## src/rtl/core/ffha_pkg.sv

```systemverilog
// Shared types and constants of the first-fit heap allocator.
`default_nettype none

package ffha_pkg;

    // Operation codes of an input beat.
    localparam logic FUNC_ALLOC = 1'b0;
    localparam logic FUNC_FREE  = 1'b1;

    // Result status codes.
    localparam logic [1:0] ST_OK   = 2'd0;
    localparam logic [1:0] ST_ZERO = 2'd1;
    localparam logic [1:0] ST_OOM  = 2'd2;
    localparam logic [1:0] ST_NULL = 2'd3;

    // Configuration port geometry and register indexes.
    localparam int PADDR_W = 3;
    localparam logic REG_EXTEND_IDX = 1'b0;
    localparam logic [12:0] EXTEND_RESET = 13'd64;

    // Heap layout constants.
    localparam int TAG_BYTES = 8;
    localparam int RESET_EXT_BYTES = 1024;
    localparam int RESET_EPI = 16 + RESET_EXT_BYTES;
    localparam logic [63:0] PROLOGUE_TAG = 64'd17;
    localparam logic [63:0] EPI_TAG = 64'd1;

    // Small signed constants for the shared adder.
    localparam logic [5:0] K_ZERO = 6'd0;
    localparam logic [5:0] K_ONE  = 6'd1;
    localparam logic [5:0] K_P31  = 6'd31;
    localparam logic [5:0] K_M8   = 6'b111000;

    typedef struct packed {
        logic        func;
        logic [15:0] req_size;
        logic [15:0] free_addr;
    } s_item_t;

    typedef struct packed {
        logic [15:0] addr;
        logic [1:0]  status;
    } m_item_t;

    typedef struct packed {
        logic [63:0] a;
        logic [63:0] b;
        logic        inv;
        logic [5:0]  k;
    } alu_req_t;

endpackage

`default_nettype wire

```

## src/rtl/core/ffha_alu.sv

```systemverilog
// Shared 64-bit adder and unsigned comparator of the allocator.
`default_nettype none

module ffha_alu (
    input  wire ffha_pkg::alu_req_t req,
    output logic [63:0]             sum,
    output logic                    carry
);

    logic [63:0] b_eff;
    logic [64:0] full;

    // With inv set and k equal to one, carry is high exactly when a >= b.
    always_comb begin
        b_eff = req.inv ? ~req.b : req.b;
        full  = {1'b0, req.a} + {1'b0, b_eff} + {{59{req.k[5]}}, req.k};
        sum   = full[63:0];
        carry = full[64];
    end

endmodule

`default_nettype wire

```

## config.mk

```make
export PLATFORM = sky130hd
export DESIGN_NAME = ffha_alu
export DESIGN_NICKNAME = d
export VERILOG_FILES = /design/src/rtl/core/ffha_pkg.sv /design/src/rtl/core/ffha_alu.sv
export SDC_FILE = /design/constraint.sdc
export NUM_CORES = 1
export LEC_CHECK = 0
export ABC_AREA = 1
export BUFFER_PORTS_ARGS = -buffer_cell sky130_fd_sc_hd__buf_2
export CAP_MARGIN = 20
export CORE_MARGIN = 2
export CORE_UTILIZATION = 43
export DETAILED_ROUTE_END_ITERATION = 12
export GPL_TIMING_DRIVEN = 0
export PLACE_DENSITY = 0.67
export SETUP_SLACK_MARGIN = 0.1
export SLEW_MARGIN = 40
export SYNTH_ARGS = -nofsm -noshare
export SYNTH_HDL_FRONTEND = slang
export SYNTH_SLANG_ARGS = --single-unit
```

## constraint.sdc

```tcl
create_clock -name vclk -period 8.85
set_clock_uncertainty 0.05 [all_clocks]
set_input_delay 0.885 -clock vclk [all_inputs]
set_output_delay 0.885 -clock vclk [all_outputs]
set_load 0.1 [all_outputs]
```

==> impl_metrics.py, run 1 <==
metrics = {
    "pwr": {
        "leakagePower_uw": 0.005887,
        "vdd_drop_max_mv": 0.2998,
        "power_uw": 2846,
        "powerDensity_nw_per_um2": 308.6,
        "p_sw_frac": 0.8026,
        "p_sw_uw": 2284,
        "seqPwrFrac": 0,
        "p_clk_frac": 0,
        "p_int_uw": 561.8,
        "p_comb_frac": 1.000,
    },
    "global_route": {
        "grt_pass1_wl_um": 40050,
        "grt_usage": 0.2534,
        "use_met2": 0.4579,
        "grt.overflow.total": 0,
        "met3_usage": 0.01308,
        "grt_pass1_vias": 8149,
        "grt_use_met1": 0.3442,
        "top_usage_layer": "met2",
        "grt_max_degree": 34,
        "grt_antenna_before_repair": 0,
    },
    "finish": {
        "multi_input_area_um2": 6624,
        "ff_latch_area_um2": 0,
        "num-fill-cells": 2060,
        "diodes": 0,
        "area_growth_pct": 16.71,
        "numSequentialCells": 0,
        "drive_gt1_frac": 0.1710,
        "clock_buffers": 0,
        "nets": 1902,
    },
    "yosys": {
        "syn_nets": 1700,
        "synthSimpleGateAreaFrac": 0.4380,
        "yosysWarnings": 0,
        "synth_largest_area_cell": "nand2_1",
        "netlist_top_cells_area": "nand2_1 28%, fa_1 16%, inv_1 15%",
        "yosys-top-cells-count": "592 x nand2_1, 325 x inv_1, 96 x nor2_1, 93 x xor2_1, 65 x fa_1",
        "synth_most_common_cell": "nand2_1",
        "seq_area_frac_synth": 0,
        "synth_cells": 1437,
        "synthAdderAreaFrac": 0.2644,
        "synth_compound_area_frac": 0.02945,
        "yosysTopAreaCellShare": 0.2812,
        "avgSynthCellArea_um2": 5.498,
        "synth-xor-area-share": 0.1064,
        "yosysUniqueCellTypes": 23,
        "synth_top_family_by_area": "simple AND/OR/NAND/NOR gates",
        "syn_area_um2": 7901,
        "synth_mux_area_frac": 0,
    },
    "route": {
        "ant_nets": 0,
        "drtIter0Drc": 412,
        "num_vias": 8718,
        "firstDrtPassIters": 5,
        "vias_per_cell": 4.672,
        "wire_per_inst_um": 13.47,
        "drcViolationCount": 0,
        "routed_wl_um": 25140,
    },
    "place": {
        "portBuffers": 199,
        "dp_hpwl_um": 23140,
        "place_congestion": 0.9722,
    },
    "floorplan": {
        "die_x_um": 139.6,
        "fp.dieH_um": 139.6,
        "dieArea_um2": 19480,
        "num_rows": 49,
        "coreArea_um2": 18020,
        "ios": 200,
        "start_util": 0.4384,
    },
    "setup_path": {
        "startpoint_type": "primary input",
        "path_max_fanout": 10,
        "worstPathArrival_ns": 4.58,
        "end_kind": "primary output",
        "path_class": "primary input to primary output",
        "cp.required_ns": 7.92,
    },
    "sta": {
        "finalCritPeriodShare": 0.6229,
        "rsz0062_at_grt": "false",
        "finalSetupViolCount": 0,
        "fin_setup_tns_ns": 0,
        "period_needed_ns": 5.513,
        "worst_slew_pin_slew_ns": 0.5232,
        "slew_headroom": 0.6536,
        "fmax_mhz": 181.4,
        "slew_violations": 0,
        "hold_viol_final": 0,
    },
    "clocking": {
        "ctsHoldBuffers": 0,
        "cts_resized": 0,
        "cts_setup_buffers": 0,
    },
    "hold_path": {
        "hold_path_class": "primary input to primary output",
    },
    "outcome": {
        "status": "finished, final reports clean",
    },
    "run": {
        "drv_cap": 0,
    },
}
==> power groups by stage <==
stage | clock network (uW) | logic [uW] | registers (uW)
CTS | 0 | 2850 | 0
finish | 0 | 2850 | 0
global placement | 0 | 2830 | 0
detailed placement | 0 | 2840 | 0
global route | 0 | 3040 | 0
floorplan | 0 | 2290 | 0
==> final timing paths <==
path | end | start | slack (ns) | depth (start not counted)
max | sum[63] | req[6] | 3.34 | 19
min | sum[0] | req[71] | 2.35 | 5
==> through the flow <==
step / cells / hold slack (ns) / setup WS, ns / area, um2 / util
floorplan: 1437 / 2.280 / 3.285 / 7901 / -
global placement: 1865 / 2.344 / 2.551 / 9184 / 0.5095
detailed placement: 1866 / 2.359 / 3.290 / 9221 / 0.5116
CTS: 1866 / 2.361 / 3.279 / 9221 / 0.5116
global route: 1866 / 2.382 / 3.119 / 9221 / 0.5116
finish: 1866 / 2.353 / 3.337 / 9221 / 0.5116
==> cells in the final DEF (no fill, tap or decap), drive strengths merged, types with 3 or more instances in the layout <==
cell type,count
nand4,12
inv,330
fa,65
xnor2,3
nand3,59
ha,63
o21bai,3
a21oi,40
nor3,15
xor2,93
buf,207
nor2,121
nand2,619
==> layer usage <==
metal,wire length [um],vias up
met2,11970,239
li1,-,4614
met5,0,-
met4,376,0
met3,1310,22
met1,11480,3843
==> area by class of cell <==
| type | count | share of cell area |
|---|---|---|
| buffer | 7 | 0.003799 |
| multi-input combinational | 1099 | 0.7183 |
| tap | 229 | 0.03107 |
| timing repair buffer | 200 | 0.1121 |
| inverter | 331 | 0.1347 |
==> cells by family after synthesis <==
| family | count (synthesis) |
|---|---|
| simple gates | 830 |
| buf+inv | 338 |
| fa+ha+maj | 128 |
| xor+xnor | 96 |
| compound gates | 45 |
==> critical path, stage by stage <==
cell and delay, ns:
buf_2 0.30, buf_2 0.42, xnor2_1 0.16, fa_1 0.50
inv_1 0.04, ha_1 0.25, fa_1 0.45, nand3_1 0.12
nand3_2 0.12, nand2_1 0.09, nand2_1 0.12, nand2_1 0.09
nand2_1 0.10, nand2_1 0.11, nand2_2 0.11, nand2_1 0.12
nand3_1 0.07, nand2_1 0.08, buf_2 0.42
Note: power is estimated with default switching activity, not from simulation.
==> run 2: changes to the inputs <==
--- a/config.mk
+++ b/config.mk
@@ -12,7 +12,7 @@
 export CORE_UTILIZATION = 43
 export DETAILED_ROUTE_END_ITERATION = 12
 export GPL_TIMING_DRIVEN = 0
-export PLACE_DENSITY = 0.67
+export PLACE_DENSITY = 0.69
 export SETUP_SLACK_MARGIN = 0.1
 export SLEW_MARGIN = 40
 export SYNTH_ARGS = -nofsm -noshare
==> constraint.sdc (replaced) <==
create_clock -name vclk -period 4.97
set_clock_uncertainty 0.05 [all_clocks]
set_input_delay 0.497 -clock vclk [all_inputs]
set_output_delay 0.497 -clock vclk [all_outputs]
set_load 0.1 [all_outputs]
==> impl_metrics.py, run 2 (synthesized netlist as in run 1, its figures left out) <==
metrics = {
    "outcome": {
        "status": "finished, final reports clean",
    },
    "sta": {
        "rsz0062_at_grt": "false",
        "period_needed_ns": 4.651,
        "finalCritPeriodShare": 0.9358,
        "finalSetupViolCount": 0,
        "hold_viol_final": 0,
        "slew_headroom": 0.6644,
        "worst_slew_pin_slew_ns": 0.5068,
        "fmax_mhz": 215.0,
        "worst_slack_ns": 0.3190,
        "slew_violations": 0,
    },
    "floorplan": {
        "fp.dieH_um": 139.6,
        "dieArea_um2": 19480,
        "coreArea_um2": 18020,
        "start_util": 0.4384,
        "num_rows": 49,
        "ios": 200,
        "die_x_um": 139.6,
    },
    "global_route": {
        "grt_max_degree": 34,
        "grt.overflow.total": 0,
        "grt_pass1_wl_um": 40160,
        "grt_usage": 0.2543,
        "grt_antenna_before_repair": 0,
        "grt_pass1_vias": 8211,
    },
    "route": {
        "drcViolationCount": 0,
        "vias_per_cell": 4.688,
        "ant_nets": 0,
        "routed_wl_um": 25150,
        "wire_per_inst_um": 13.48,
        "firstDrtPassIters": 5,
        "num_vias": 8748,
        "drtIter0Drc": 453,
    },
    "setup_path": {
        "cp.required_ns": 4.42,
        "cpPeakStageDelay_ns": 0.49,
        "worstPathArrival_ns": 4.10,
        "end_kind": "primary output",
        "startpoint_type": "primary input",
        "critical_path_buf_inv_count": 4,
        "crit_slowest_cell": "fa_1",
        "critPathMostFrequentCell": "nand2_1",
        "path_max_fanout": 10,
        "crit_chain": "buf_2 -> clkbuf_4 -> xnor2_1 -> fa_1 -> inv_1 -> ha_1 -> fa_1 -> nand3_1 -> nand3_2 -> nand2_1 -> nand2_1 -> nand2_1 -> nand2_1 -> nand2_1 -> nand2_2 -> nand2_1 -> nand3_1 -> nand2_1 -> buf_2",
        "cp_top_family": "adder cells",
        "path_class": "primary input to primary output",
    },
    "place": {
        "post-place-cells": 1866,
        "place_congestion": 0.9532,
        "pre_cts_ws_ns": 0.2129,
        "portBuffers": 199,
        "dp_hpwl_um": 23170,
    },
    "pwr": {
        "vdd_drop_max_mv": 0.6275,
        "leakagePower_uw": 0.005889,
        "powerDensity_nw_per_um2": 549.4,
    },
    "finish": {
        "numSequentialCells": 0,
        "instances_no_fill": 1866,
        "ff_latch_area_um2": 0,
        "clock_buffers": 0,
        "final_common_cell": "nand2_1",
        "diodes": 0,
        "layout_common_cells": "592 x nand2_1, 325 x inv_1, 203 x buf_2, 96 x nor2_1, 93 x xor2_1",
        "drive_gt1_frac": 0.1710,
        "nets": 1902,
        "area_growth_pct": 16.77,
    },
    "hold_path": {
        "hold_path_class": "primary input to primary output",
    },
    "run": {
        "drv_cap": 0,
    },
}
-- run 2: cell count changes in the layout (fill, tap and decap cells not counted), sizes merged --
cell    delta
buf        -2
clkbuf     +2
-- run 2: area by class of cell --
type               instances  area [um2]
fillers                 2024        8798
multi-input cells       1099        6624
inverters                331        1242
repair buffers           200        1036
well taps                229       286.5
plain buffers              7       37.54
-- run 2: worst paths after layout --
check / start / endpoint / slack (ns) / cells after the start
worst max-delay path: req[6] / sum[47] / 0.32 / 19
worst min-delay path: req[71] / sum[0] / 1.57 / 5
-- run 2: layer usage --
metal / global-route usage / share of wire / vias up
met1: 0.3446 / 0.46 / 3872
li1: - / - / 4608
met4: 0.05158 / 0.024 / 0
met5: 0 / 0 / -
met3: 0.01411 / 0.046 / 30
met2: 0.4502 / 0.47 / 238
-- run 2: per-stage QoR --
| step | power, uW | hold WS [ns] | utilization | instance area [um2] | setup TNS [ns] |
|---|---|---|---|---|---|
| global placement | 5033 | 1.589 | 0.5095 | 9184 | -20.08 |
| global route | 5423 | 1.600 | 0.5119 | 9226 | 0 |
| detailed placement | 5060 | 1.584 | 0.5116 | 9221 | 0 |
| CTS | 5071 | 1.584 | 0.5116 | 9221 | 0 |
| finish | 5069 | 1.572 | 0.5119 | 9226 | 0 |
| floorplan | 4077 | 1.504 | - | 7901 | 0 |
-- run 2: timing repair --
item / in CTS / in global routing
endpoints found under the setup margin: 0 / 2
setup buffers: 0 / 0
hold endpoints to repair: 0 / 0
hold buffers: 0 / 0
resized for setup: 0 / 2
-- run 2: power by group --
part | switching, uW | internal (uW)
sequential | 0 | 0
clock | 0 | 0
combinational | 4070 | 1000
